<file path="src/design/tsnc_pkg.sv">
// Package for the slotted radio-node scheduler: payload structs, codes, constants.
// Used by tdma_slot_sync_neighbor_counter_unit; depends on nothing.
package tsnc_pkg;

  // Size of the neighbor list and the widths that follow from it.
  localparam int MAX_NEIGHBORS = 8;
  localparam int IDX_W = (MAX_NEIGHBORS > 1) ? $clog2(MAX_NEIGHBORS) : 1;
  localparam int CNT_W = $clog2(MAX_NEIGHBORS + 1);

  // Input command codes.
  localparam logic [1:0] CMD_TICK = 2'd0;
  localparam logic [1:0] CMD_CALL = 2'd1;

  // Configuration register indexes.
  localparam logic [1:0] REG_OWN_ADDRESS      = 2'd0;
  localparam logic [1:0] REG_SLOT_LENGTH      = 2'd1;
  localparam logic [1:0] REG_SUBCYCLE_LENGTH  = 2'd2;
  localparam logic [1:0] REG_CYCLES_PER_ROUND = 2'd3;

  // Reset values of the configuration registers.
  localparam logic [7:0]  RST_OWN_ADDRESS      = 8'd0;
  localparam logic [15:0] RST_SLOT_LENGTH      = 16'd100;
  localparam logic [15:0] RST_SUBCYCLE_LENGTH  = 16'd1000;
  localparam logic [7:0]  RST_CYCLES_PER_ROUND = 8'd4;

  typedef struct packed {
    logic [1:0]  command;
    logic [7:0]  sender_address;
    logic [7:0]  sender_cycle;
    logic [15:0] sender_time;
  } in_item_t;

  typedef struct packed {
    logic        send_packet;
    logic [7:0]  packet_cycle;
    logic [15:0] packet_time;
    logic        round_end;
    logic [3:0]  neighbor_count;
    logic        radio_listen;
  } out_item_t;

  typedef enum logic [1:0] {
    ST_IDLE,
    ST_TICK,
    ST_SEARCH,
    ST_APPEND
  } state_t;

endpackage

</file>
<file path="src/design/tsnc_ram.sv">
// Generic single-write, single-read RAM with a registered read port.
// Standalone; used for the neighbor list of the scheduler.
module tsnc_ram #(
  parameter int WIDTH = 8,
  parameter int DEPTH = 8
) (
  input  logic                                       clk,
  input  logic                                       we,
  input  logic [((DEPTH > 1) ? $clog2(DEPTH) : 1)-1:0] waddr,
  input  logic [WIDTH-1:0]                           wdata,
  input  logic [((DEPTH > 1) ? $clog2(DEPTH) : 1)-1:0] raddr,
  output logic [WIDTH-1:0]                           rdata
);

  logic [WIDTH-1:0] mem [DEPTH];

  // Write port and registered read port.
  always_ff @(posedge clk) begin
    if (we) begin
      mem[waddr] <= wdata;
    end
    rdata <= mem[raddr];
  end

endmodule

</file>
<file path="src/design/tdma_slot_sync_neighbor_counter_unit.sv">
// Top level of the slotted radio-node scheduler with neighbor counting.
// Depends on tsnc_pkg and tsnc_ram.
//
// Usage:
//   The input channel (in_valid/in_ready/in_data) carries timer ticks and
//   received call packets. A tick advances the subcycle timer and may give
//   one result on the output channel (out_valid/out_ready/out_data): a
//   request to send a call packet, a subcycle end, or both. Calls give no
//   result; they adjust timing and note the sender in the neighbor list.
//   The configuration port (cfg_write/cfg_index/cfg_data) writes a register.
//   Users must use it only while the block is idle; nothing enforces it.
// Operation:
//   A tick passes through the ST_TICK state into the output register.
//   A call searches the neighbor list, which sits in a one-read-port RAM,
//   one entry per cycle; a new sender is then appended in the ST_APPEND
//   state. Other commands are dropped; new items are taken only in ST_IDLE.
// Reset:
//   rst restores the configuration defaults, clears the timer, cycle number
//   and neighbor count, and empties the output register. No clearing pass.
// Stall:
//   A result waits in the output register while new items are still taken;
//   a tick that produces a further result holds until that register frees.
module tdma_slot_sync_neighbor_counter_unit (
  input  logic               clk,
  input  logic               rst,
  input  logic               cfg_write,
  input  logic [1:0]         cfg_index,
  input  logic [15:0]        cfg_data,
  input  logic               in_valid,
  output logic               in_ready,
  input  tsnc_pkg::in_item_t in_data,
  output logic               out_valid,
  input  logic               out_ready,
  output tsnc_pkg::out_item_t out_data
);
  import tsnc_pkg::*;

  // Configuration registers.
  logic [7:0]  own_address;
  logic [15:0] slot_length;
  logic [15:0] subcycle_length;
  logic [7:0]  cycles_per_round;

  // Block state.
  state_t     state, state_next;
  logic [15:0] subcycle_timer, subcycle_timer_next;
  logic [7:0]  cycle_number, cycle_number_next;
  logic [CNT_W-1:0] neighbors_seen, neighbors_seen_next;
  logic [IDX_W-1:0] search_idx, search_idx_next;
  in_item_t    item;
  out_item_t   result_next;
  logic        load_result;

  // Neighbor list RAM signals.
  logic             ram_we;
  logic [IDX_W-1:0] ram_waddr;
  logic [IDX_W-1:0] ram_raddr;
  logic [7:0]       ram_rdata;

  // Tick arithmetic.
  logic [16:0]      timer_inc;
  logic             sub_end;
  logic             round_wrap;
  logic [15:0]      tick_timer;
  logic [7:0]       tick_cycle;
  logic             tick_listen;
  logic [23:0]      slot_start;
  logic             send;
  logic [CNT_W-1:0] idx_inc;
  logic             accept;

  tsnc_ram #(
    .WIDTH(8),
    .DEPTH(MAX_NEIGHBORS)
  ) u_list (
    .clk  (clk),
    .we   (ram_we),
    .waddr(ram_waddr),
    .wdata(item.sender_address),
    .raddr(ram_raddr),
    .rdata(ram_rdata)
  );

  // Configuration writes.
  always_ff @(posedge clk) begin
    if (rst) begin
      own_address      <= RST_OWN_ADDRESS;
      slot_length      <= RST_SLOT_LENGTH;
      subcycle_length  <= RST_SUBCYCLE_LENGTH;
      cycles_per_round <= RST_CYCLES_PER_ROUND;
    end else if (cfg_write) begin
      unique case (cfg_index)
        REG_OWN_ADDRESS:      own_address      <= cfg_data[7:0];
        REG_SLOT_LENGTH:      slot_length      <= cfg_data;
        REG_SUBCYCLE_LENGTH:  subcycle_length  <= cfg_data;
        REG_CYCLES_PER_ROUND: cycles_per_round <= cfg_data[7:0];
        default: ;
      endcase
    end
  end

  assign in_ready = (state == ST_IDLE);
  assign accept   = in_valid && in_ready;

  // Tick evaluation: timer wrap first, then the slot start check.
  always_comb begin
    timer_inc   = {1'b0, subcycle_timer} + 17'd1;
    sub_end     = (timer_inc >= {1'b0, subcycle_length});
    round_wrap  = ({1'b0, cycle_number} + 9'd1) >= {1'b0, cycles_per_round};
    tick_timer  = sub_end ? 16'd0 : timer_inc[15:0];
    tick_cycle  = cycle_number;
    tick_listen = 1'b0;
    if (sub_end) begin
      tick_cycle  = round_wrap ? 8'd0 : cycle_number + 8'd1;
      tick_listen = round_wrap;
    end
    slot_start = {16'd0, own_address} * {8'd0, slot_length};
    send       = ({8'd0, tick_timer} == slot_start);
    if (send) begin
      tick_listen = (tick_cycle == 8'd0);
    end
    result_next.send_packet    = send;
    result_next.packet_cycle   = send ? tick_cycle : 8'd0;
    result_next.packet_time    = send ? tick_timer : 16'd0;
    result_next.round_end      = sub_end && round_wrap;
    result_next.neighbor_count = (sub_end && round_wrap) ?
                                 4'(neighbors_seen) : 4'd0;
    result_next.radio_listen   = tick_listen;
  end

  assign idx_inc = CNT_W'(search_idx) + CNT_W'(1);

  // Sequencer: next state, state updates and RAM control.
  always_comb begin
    state_next          = state;
    subcycle_timer_next = subcycle_timer;
    cycle_number_next   = cycle_number;
    neighbors_seen_next = neighbors_seen;
    search_idx_next     = search_idx;
    load_result         = 1'b0;
    ram_we              = 1'b0;
    ram_waddr           = neighbors_seen[IDX_W-1:0];
    ram_raddr           = '0;
    unique case (state)
      ST_IDLE: begin
        search_idx_next = '0;
        if (accept) begin
          if (in_data.command == CMD_TICK) begin
            state_next = ST_TICK;
          end else if (in_data.command == CMD_CALL) begin
            // A call from a lower address takes over its timing.
            if (in_data.sender_address < own_address) begin
              cycle_number_next   = in_data.sender_cycle;
              subcycle_timer_next = in_data.sender_time;
            end
            state_next = (neighbors_seen == '0) ? ST_APPEND : ST_SEARCH;
          end
        end
      end
      ST_TICK: begin
        if (!(send || sub_end)) begin
          subcycle_timer_next = tick_timer;
          cycle_number_next   = tick_cycle;
          state_next          = ST_IDLE;
        end else if (!out_valid || out_ready) begin
          subcycle_timer_next = tick_timer;
          cycle_number_next   = tick_cycle;
          if (sub_end && round_wrap) begin
            neighbors_seen_next = '0;
          end
          load_result = 1'b1;
          state_next  = ST_IDLE;
        end
      end
      ST_SEARCH: begin
        // ram_rdata holds entry search_idx.
        if (ram_rdata == item.sender_address) begin
          state_next = ST_IDLE;
        end else if (idx_inc >= neighbors_seen) begin
          state_next = ST_APPEND;
        end else begin
          ram_raddr       = idx_inc[IDX_W-1:0];
          search_idx_next = idx_inc[IDX_W-1:0];
        end
      end
      ST_APPEND: begin
        // A full list keeps its contents and count.
        if (neighbors_seen < CNT_W'(MAX_NEIGHBORS)) begin
          ram_we              = 1'b1;
          neighbors_seen_next = neighbors_seen + CNT_W'(1);
        end
        state_next = ST_IDLE;
      end
      default: state_next = ST_IDLE;
    endcase
  end

  // State registers.
  always_ff @(posedge clk) begin
    if (rst) begin
      state          <= ST_IDLE;
      subcycle_timer <= 16'd0;
      cycle_number   <= 8'd0;
      neighbors_seen <= '0;
      search_idx     <= '0;
    end else begin
      state          <= state_next;
      subcycle_timer <= subcycle_timer_next;
      cycle_number   <= cycle_number_next;
      neighbors_seen <= neighbors_seen_next;
      search_idx     <= search_idx_next;
    end
  end

  // Accepted item is held for the whole operation.
  always_ff @(posedge clk) begin
    if (accept) begin
      item <= in_data;
    end
  end

  // Output register.
  always_ff @(posedge clk) begin
    if (rst) begin
      out_valid <= 1'b0;
    end else if (load_result) begin
      out_valid <= 1'b1;
    end else if (out_ready) begin
      out_valid <= 1'b0;
    end
  end

  always_ff @(posedge clk) begin
    if (load_result) begin
      out_data <= result_next;
    end
  end

endmodule
</file>
<file path="config.mk">
export PLATFORM = sky130hd
export DESIGN_NAME = tdma_slot_sync_neighbor_counter_unit
export DESIGN_NICKNAME = d
export VERILOG_FILES = /design/src/design/tsnc_pkg.sv /design/src/design/tsnc_ram.sv /design/src/design/tdma_slot_sync_neighbor_counter_unit.sv
export SDC_FILE = /design/constraint.sdc
export NUM_CORES = 1
export LEC_CHECK = 0
export BUFFER_PORTS_ARGS = -buffer_cell sky130_fd_sc_hd__buf_2
export CELL_PAD_IN_SITES_DETAIL_PLACEMENT = 0
export CELL_PAD_IN_SITES_GLOBAL_PLACEMENT = 1
export CORE_ASPECT_RATIO = 1.2
export CORE_MARGIN = 4
export CORE_UTILIZATION = 44
export DETAILED_ROUTE_END_ITERATION = 7
export GPL_TIMING_DRIVEN = 0
export PLACE_DENSITY = 0.77
export SLEW_MARGIN = 40
export SYNTH_ARGS = -nofsm -noshare
export SYNTH_HDL_FRONTEND = slang
export SYNTH_SLANG_ARGS = --single-unit
</file>
<file path="constraint.sdc">
create_clock -name clk -period 18 [get_ports clk]
set_input_delay 1.8 -clock clk [delete_from_list [all_inputs] [get_ports clk]]
set_output_delay 1.8 -clock clk [all_outputs]
set_load 0.01 [all_outputs]
</file>
# Yosys cells after proc, flatten, opt, wreduce, memory -nomap -nowiden
# Memories as Yosys holds them, arrays and structs flattened. A register that Yosys moved wholly into a read port is not among the register bits.
# Index checks and enable logic that the tools add are counted.
word_totals:
  mem_count: 1
  register_bits: 121
  output_inout_bits: 33
  ramBits: 64
  word_cells: 121
  inputBits: 57
mem_list:
  columns: ["memory", "depth", "width", "read_ports", "rd_clocked_by_memory_dff", "write_ports", "line_no", "text"]
  rows:
  - ["u_list.mem", 8, 8, 1, 1, 1, "tsnc_ram.sv:15", "logic [WIDTH-1:0] mem [DEPTH];"]
op_classes:
  eq_ne: 22
  mux: 48
  reduce_logical: 22
  n_mul: 1
  order_cmp: 5
  addsub: 5
op_table:
  columns: ["cell", "count"]
  rows:
  - ["2-to-1 mux 16 bit", 7]
  - ["2-to-1 mux 8 bit", 8]
  - ["one-hot mux 16 bit (2 select lines)", 1]
  - ["equality test 16 x 24 -> 1 bit", 1]
  - ["multiplier 8 x 16 -> 24 bit", 1]
  - ["adder 16 x 1 -> 17 bit, second input constant", 1]
  - ["greater-or-equal comparator 17 x 16 -> 1 bit", 1]
  - ["2-to-1 mux 4 bit", 4]
  - ["one-hot mux 8 bit (2 select lines)", 1]
  - ["2-to-1 mux 3 bit", 5]
  - ["2-to-1 mux 2 bit", 7]
  - ["inequality test 2 bit, second input constant", 7]
  - ["2-to-1 mux 1 bit", 12]
  - ["adder 8 x 1 -> 9 bit, second input constant", 1]
  - ["greater-or-equal comparator 9 x 8 -> 1 bit", 1]
  - ["adder 8 x 1 -> 8 bit, second input constant", 1]
  - ["equality test 2 bit, second input constant", 4]
  - ["equality test 8 bit", 1]
  - ["logical NOT 8 bit", 1]
  - ["< comparator 8 bit", 1]
  - ["one-hot mux 2 bit (4 select lines)", 1]
  - ["one-hot mux 4 bit (2 select lines)", 1]
  - ["AND reduction 2 bit", 4]
  - ["nonzero test 2 bit", 4]
  - ["18 further kinds", 27]

# Depth between registers and ports, before layout
# Gate-level depths: netlist of the first run.
logic_depth:
  word_depth: 8
  depth_mapped: 23
  mapped_depth_nobuf: 20

# Cells and area by module
# From an unflattened synthesis of the first run, not the netlist that was laid out.
unflattened:
  cells_unflattened: 1448
  area_unflattened_um2: 14039.7
by_module_without_submodules:
  columns: ["mod", "seq_area_each_um2", "area_each_um2", "n_inst", "cells_per_inst"]
  rows:
  - ["tdma_slot_sync_neighbor_counter_unit", 2812.7, 11348.4, 1, 1334]
  - ["tsnc_ram", 2082.0, 2691.3, 1, 114]

# Worst setup path after synthesis of the first run
# Ideal clock, no wire load.
synth_path:
  path_type: "reg2reg"
  from: "reg own_address[7]"
  to: "reg out_data[0] in the netlist's numbering (enable)"
  setup_time_ns: 0.419
  arrival_ns: 6.674
  path_slack_ns: 10.907
  required_ns: 17.581
  stages_incl_launch_ff: 20
  path_buffers: 1
  synth_period_minus_slack_ns: 7.093
  path_cell_list: "dfxtp_1 clkbuf_1 nand2_1 fa_1 fa_1 fa_1 fa_1 inv_1 ha_1 nand2_1 o31ai_2 o21ai_1 a21oi_1 xnor2_1 or4_1 a221oi_1 nand4_1 inv_1 o21ai_0 nor2_1"
synth_lines:
  columns: ["item", "line_no", "text"]
  rows:
  - ["from (decl)", "tdma_slot_sync_neighbor_counter_unit.sv:39", "logic [7:0] own_address;"]
  - ["from (signal assigned)", "tdma_slot_sync_neighbor_counter_unit.sv:93", "REG_OWN_ADDRESS: own_address <= cfg_data[7:0];"]
  - ["to (signal assigned)", "tdma_slot_sync_neighbor_counter_unit.sv:235", "out_data <= result_next;"]
  - ["to (decl)", "tdma_slot_sync_neighbor_counter_unit.sv:34", "output tsnc_pkg::out_item_t out_data"]

==> results of run 1 <==
## sequential cells by signal, summed over array words and instances (netlist names), 4 cells and up
| name | count |
|---|---|
| cycles_per_round | 8 |
| slot_length | 16 |
| subcycle_length | 16 |
| neighbors_seen | 4 |
| subcycle_timer | 16 |
| cycle_number | 8 |
| out_data | 31 |
| u_list.mem | 64 |
| own_address | 8 |
| u_list.rdata | 8 |
| item | 8 |
## cell usage after synthesis (6+ instances only)
| library cell | number |
|---|---|
| dfxtp_1 | 90 |
| mux4_2 | 8 |
| nand2b_1 | 16 |
| nor3_1 | 25 |
| xnor2_1 | 21 |
| edfxtp_1 | 103 |
| mux2i_1 | 19 |
| nand2_1 | 206 |
| buf_1 | 8 |
| clkbuf_1 | 55 |
| nand4_1 | 12 |
| nand3b_1 | 11 |
| a211oi_1 | 28 |
| and2_1 | 55 |
| nand3_1 | 26 |
| a21oi_1 | 95 |
| xor2_1 | 21 |
| nor2b_1 | 27 |
| a21o_1 | 29 |
| nor4_1 | 9 |
| ha_1 | 84 |
| o21ai_0 | 26 |
| mux2_2 | 16 |
| a31oi_1 | 6 |
| a22oi_1 | 6 |
| and4_1 | 6 |
| fa_1 | 84 |
| nor2_1 | 102 |
| inv_1 | 142 |
| or3_1 | 8 |
| a211o_1 | 10 |
| and3_1 | 22 |
## layout make-up
cell class	count	area share, %
sequential	193	32.06
inverter	142	3.491
tap	396	3.245
multi-input combinational	1050	52.63
clock inverter	14	0.9751
buffer	67	1.762
clock buffer	18	2.811
timing repair buffer	88	3.032
## metrics by stage
step / instances / util (%) / instance area (um^2) / power (W) / worst slack [ns]
global placement: 1935 / 47.86 / 14630 / 0.0007036 / 9.094
CTS: 1968 / 49.92 / 15260 / 0.001077 / 10.26
global route: 1968 / 49.96 / 15270 / 0.001120 / 9.799
floorplan: 1452 / - / 13700 / 0.0006379 / 10.91
detailed placement: 1936 / 48.03 / 14680 / 0.0007081 / 10.30
finish: 1968 / 49.96 / 15270 / 0.001071 / 10.28
## worst max path at each step
| stage | from | to | slack [ns] |
|---|---|---|---|
| 2_1_floorplan | own_address[7] | out_data[0] | 10.91 |
| 3_3_place_gp | own_address[6] | out_data[17] | 9.09 |
| 6_report | own_address[6] | out_data[22] | 10.28 |
| 5_1_grt | own_address[6] | out_data[24] | 9.80 |
| 4_1_cts | own_address[7] | out_data[22] | 10.26 |
| 3_5_place_dp | own_address[7] | out_data[15] | 10.30 |
## layer usage
| metal | track usage (%) | up-vias | part of all wire (%) |
|---|---|---|---|
| met5 | 0 | - | 0 |
| met4 | 5.407 | 0 | 1.7 |
| met3 | 2.456 | 42 | 3.7 |
| met2 | 39.49 | 219 | 52 |
| met1 | 27.29 | 5356 | 42 |
| li1 | - | 5184 | - |
## cells by family (layout without fill, tap and decap cells)
family                   count (synthesis)  after routing  share of synthesized area (%)
flip-flops                             193            193                          35.73
AO/OA/AOI/OAI                          248            248                          12.03
XOR/XNOR                                44             44                          2.978
AND/OR/NAND/NOR                        546            546                          19.36
adder cells (fa/ha/maj)                168            168                          19.95
buffers and inverters                  209            329                          5.855
multiplexers                            44             44                          4.101
## tightest hold or removal path, stage by stage (launching register included)
cell     delay [ns]
dfxtp_1        0.31
nand2_1        0.05
a21oi_1        0.05
## power by group through the flow
stage	registers, W	clock network [W]	logic, W
3_5_place_dp	0.000506	0	0.000203
2_1_floorplan	0.000501	0	0.000137
3_3_place_gp	0.000506	0	0.000198
5_1_grt	0.000498	0.000396	0.000225
4_1_cts	0.000496	0.000378	0.000203
6_report	0.000496	0.000371	0.000204
==> key figures, run 1 <==
Run status
  • Status: complete, no violations

CTS
  • Clk sink count: slightly below 200
  • Resized cells post-CTS: 0
  • Setup bufs post-CTS: 0
  • Clock tree from TritonCTS: yes
  • Post-CTS Hold Buffers: 0
  • Clock root buffer: clkbuf_16
  • Register clock-pin slew on the reported worst setup and hold paths: approximately 0.07 ns
  • CTS buffer count: 17
  • Clock latency at the later pin of the worst-skew pair: 0.44 ns
  • Longest Clk Path Bufs: 2
  • # H-tree levels: 4

Global route
  • Initial antenna violation count: 0
  • First-pass GRT wire length: 58,490 um
  • Remaining Overflow, GRT: 0
  • Largest net degree at the start of global routing: 21
  • GRT Util Overall: 21.66%
  • Vias in the first global route: 11,080

Power and ir drop
  • Clk network pwr share: 34.6%
  • Register share of total power: 46.3%
  • PD cells: 70.11 mW/mm^2
  • Pleak: 6.312 nW
  • Worst VDD drop: 0.07107 mV
  • Switching part of the total: 30.89%
  • Combinational share of power: a little under a fifth
  • Internal power: approximately 0.00074 W
  • NetSw: 0.0003307 W

Route
  • Detail Route Antenna Nets: 0
  • Post-Route WL: 36,170 um
  • First-pass DRT Iterations: 5
  • Routed wire length per instance: 18.38 um
  • Starting DRT DRC Count: between 600 and 700
  • Vias: 10,800
  • Via-to-Cell Ratio: 5.488
  • DR DRC count: 0

Setup path
  • Reg2reg start: own_address[6]
  • Worst r2r dst: out_data[22]
  • CP endpoint kind: flop
  • WP depth: 19
  • Worst path max stage delay: 0.62 ns
  • Reg2reg setup slack: around 10 ns
  • CP max-delay cell: a211oi_1
  • CP Launch Type: flop
  • Critical Path AT: 7.87 ns
  • WP data required: roughly 18 ns
  • Buffers and inverters on the worst path: 4
  • Top delay family on crit path: adder cells
  • Cell mode on critical path: fa_1
  • CP max FO: 19
  • Critical path class: reg -> reg
  • CP Cell Sequence: clkbuf_1 -> nand2_1 -> fa_1 -> fa_1 -> fa_1 -> fa_1 -> inv_1 -> ha_1 -> a21oi_1 -> a21oi_1 -> a211oi_1 -> nor2_1 -> or3_1 -> a221oi_1 -> nand4_1 -> inv_1 -> o21ai_0 -> nor2_4 -> buf_16
  • R2R cell count: 19

Logic synthesis
  • Seq/Total Area, Yosys: 35.73%
  • Synth top area cells: edfxtp_1 (23%), dfxtp_1 (13%), fa_1 (12%), ha_1 (7.7%), nand2_1 (5.6%)
  • Post-synth top area share: a little under a quarter
  • Syn Area/Cell: 9.434 um^2
  • Synthesized instance count: 1,452
  • Yosys cell types: 76
  • Post-synth EDFFs: approximately 100
  • Synthesized net count: 1,677
  • Synthesized flop and latch total: a little under 200
  • Primary FF master, synth: edfxtp_1
  • Synth area leader: edfxtp_1
  • Synthesized area: 0.01370 mm^2
  • Count of warnings emitted by yosys: 0
  • Ys async rst share: 0%

Min path
  • Worst Hold End: cycles_per_round[1]
  • Worst Hold Class: reg -> reg
  • Hold-critical path depth: 2
  • Hold path start: cycles_per_round[1]

Die
  • Initial core utilization: 44.81%
  • # IOs: 90
  • Die ar.: 0.03403 mm^2
  • DIE WIDTH: 169.1 um
  • # rows: 70
  • Die Y: 201.3 um
  • CORE AREA: 0.03057 mm^2

Finish
  • Area Overhead vs Synth: 11.47%
  • Most common cell after layout, fill and taps aside: nand2_1
  • N_diodes: 0
  • Multi-input gate area: 0.008036 mm^2
  • Fill count: 2,908
  • Sequential cell area: 0.004895 mm^2
  • Fin nets: 1,784
  • Commonest cells after routing, fill and taps aside: nand2_1 (206), inv_1 (142), edfxtp_1 (103)
  • Share of layout cells above drive strength 1: 10.69%

Run
  • Max_cap viols: 0

Place
  • Global placer's final weighted congestion: 0.8900
  • HPWL Detailed: 28,850 um
  • Buffers on Ports: 87

STA
  • Final setup viols: 0
  • Worst slew pin tran: 0.8491 ns
  • Fmax: 0.1296 GHz
  • Final min period: 7.716 ns
  • Skew final: 0.01134 ns
  • RSZ-0062 raised after global routing: false
  • Final count of pins violating max slew: 0
  • Setup TNS: 0 ns
  • Final hold slack: around 0.46 ns
  • Slew Limit Headroom: 43.19%
  • Final period utilization: 42.86%
  • Final number of hold-violating endpoints: 0
Power figures use the tool's default switching activity.
==> run 2: changes to the inputs <==
clock period = 7.1 ns   (was 18 ns; I/O delays follow)
==> key figures, run 2 (synthesized netlist as in run 1, its figures left out) <==
Global route
  • Remaining Overflow, GRT: 0
  • Largest net degree at the start of global routing: 21
  • Initial antenna violation count: 0
  • Vias in the first global route: 11,100
  • GRT Util Overall: 21.71%
  • First-pass GRT wire length: between 50,000 and 60,000 um

Route
  • Via-to-Cell Ratio: 5.510
  • Routed wire length per instance: 18.47 um
  • Post-Route WL: 36,340 um
  • First-pass DRT Iterations: 7
  • Detail Route Antenna Nets: 0
  • DR DRC count: 0
  • Starting DRT DRC Count: 751
  • Vias: 10,840

STA
  • Worst slew pin tran: 0.8354 ns
  • Final number of hold-violating endpoints: 0
  • Final setup viols: 0
  • Final period utilization: 94.88%
  • Final min period: just under 7 ns
  • Final count of pins violating max slew: 0
  • RSZ-0062 raised after global routing: false
  • Fmax: ~0.15 GHz
  • Slew Limit Headroom: 43.91%
  • Setup TNS: 0 ns
  • Skew final: around 0.010 ns

Place
  • Buffers on Ports: 87
  • Global placer's final weighted congestion: between 0.8 and 0.9
  • HPWL Detailed: 28,850 um

Run status
  • Status: complete, no violations

Min path
  • Worst Hold Class: reg -> reg

Die
  • # rows: 70
  • Die Y: 201.3 um
  • CORE AREA: 0.03057 mm^2
  • Die ar.: 0.03403 mm^2
  • Initial core utilization: 44.81%
  • DIE WIDTH: 169.1 um
  • # IOs: 90

Power and ir drop
  • Switching part of the total: a little under a third
  • NetSw: 0.0008417 W
  • Register share of total power: 46.3%
  • PD cells: 177.5 mW/mm^2
  • Combinational share of power: between 10% and 20%
  • Worst VDD drop: around 0.18 mV
  • Pleak: approximately 6.4 nW
  • Internal power: 0.001882 W
  • Clk network pwr share: between 30% and 40%

Finish
  • Fin nets: 1,784
  • Commonest cells after routing, fill and taps aside: nand2_1 (206), inv_1 (141), edfxtp_1 (103)
  • Max reg flops: 64
  • Most flops, register: u_list.mem
  • Most common cell after layout, fill and taps aside: nand2_1
  • Top Registers: u_list.mem (64), out_data (31)
  • Share of layout cells above drive strength 1: approximately an eighth
  • Fill count: 2,897
  • N_diodes: 0
  • Area Overhead vs Synth: 12.03%
  • Final core utilization: 50.20%

CTS
  • Clock latency at the later pin of the worst-skew pair: roughly 0.44 ns
  • CTS buffer count: 17
  • Clock root buffer: clkbuf_16
  • Clk sink count: 193
  • Register clock-pin slew on the reported worst setup and hold paths: 0.08 ns
  • Clock tree from TritonCTS: yes
  • # H-tree levels: 4
  • Longest Clk Path Bufs: 2

Setup path
  • CP max FO: 10
  • CP Launch Type: flop
  • Critical path class: reg -> reg
  • WP data required: 7.44 ns
  • CP endpoint kind: flop
  • Critical Path AT: 7.07 ns

Run
  • Max_cap viols: 0
run 2: cell types whose count changed in the layout (fill, tap and decap cells not counted), sizes merged:
cell    change
buf         +2
clkbuf      -2
run 2: layer usage:
| metal | share of wire, % | up-vias | GRT usage [%] | wire, um |
|---|---|---|---|---|
| met5 | 0 | - | 0 | 0 |
| met4 | 1.8 | 0 | 5.407 | 657 |
| met3 | 3.8 | 45 | 2.456 | 1372 |
| met2 | 52 | 225 | 39.55 | 18900 |
| met1 | 42 | 5388 | 27.39 | 15410 |
| li1 | - | 5186 | - | - |
run 2: power groups by stage:
stage	Sequential (W)	Combinational (W)	Clock, W
after floorplan	0.00127	0.000348	0
after CTS	0.00126	0.000521	0.000957
after detailed placement	0.00128	0.000513	0
after global placement	0.00128	0.000502	0
final	0.00126	0.000523	0.000941
after global routing	0.00127	0.000577	0.00100
run 2: final timing paths:
| kind | startpoint | to | slack, ns | cells after the start |
|---|---|---|---|---|
| setup / recovery | own_address[6] | subcycle_timer[13] | 0.36 | 19 |
| hold / removal | cycles_per_round[1] | cycles_per_round[1] | 0.46 | 2 |
| setup reg to reg | own_address[6] | subcycle_timer[13] | 0.36 | 19 |
| hold reg to reg | cycles_per_round[1] | cycles_per_round[1] | 0.46 | 2 |
run 2: worst max-delay path: stages, from the launching register on:
cell and delay (ns):
dfxtp_2 0.47, clkbuf_2 0.31, nand2_1 0.11, fa_1 0.51, fa_1 0.51, fa_1 0.52
fa_1 0.60, inv_1 0.06, ha_1 0.38, and2_0 0.29, a21oi_1 0.26, o221ai_1 0.21
a31oi_2 0.27, mux2_2 0.36, or3_1 0.33, nor4_2 0.19, nand4_1 0.26, a221oi_4 0.38
buf_6 0.24, mux2_2 0.35
run 2: area by class of cell:
class	count	area, um^2	share of cell area [%]
multi-input cells	1050	8066	52.56
flip-flops and latches	193	4902	31.94
inverters	142	533.0	3.473
repair buffers	93	513.0	3.343
well taps	396	495.5	3.229
clock buffers	18	429.2	2.797
plain buffers	62	257.7	1.680
clock inverters	14	148.9	0.9702
run 2: metrics by stage:
| step | instance area [um^2] | total power, W | cells | setup slack, ns | hold WS (ns) |
|---|---|---|---|---|---|
| final | 15350 | 0.002724 | 1968 | 0.3632 | 0.4559 |
| after global routing | 15350 | 0.002848 | 1968 | 0.0003526 | 0.4445 |
| after CTS | 15310 | 0.002735 | 1971 | 0.02717 | 0.4474 |
| after detailed placement | 14680 | 0.001795 | 1936 | -0.6005 | 0.4479 |
| after global placement | 14630 | 0.001784 | 1935 | -1.806 | 0.4454 |
| after floorplan | 13700 | 0.001617 | 1452 | 0.006933 | 0.4363 |
run 2: timing repair:
item,CTS,global route
gates cloned,0,0
buffers inserted,3,2
resized for setup,10,8
hold buffers,0,0
endpoints found under the setup margin,65,66
pin swaps,2,1
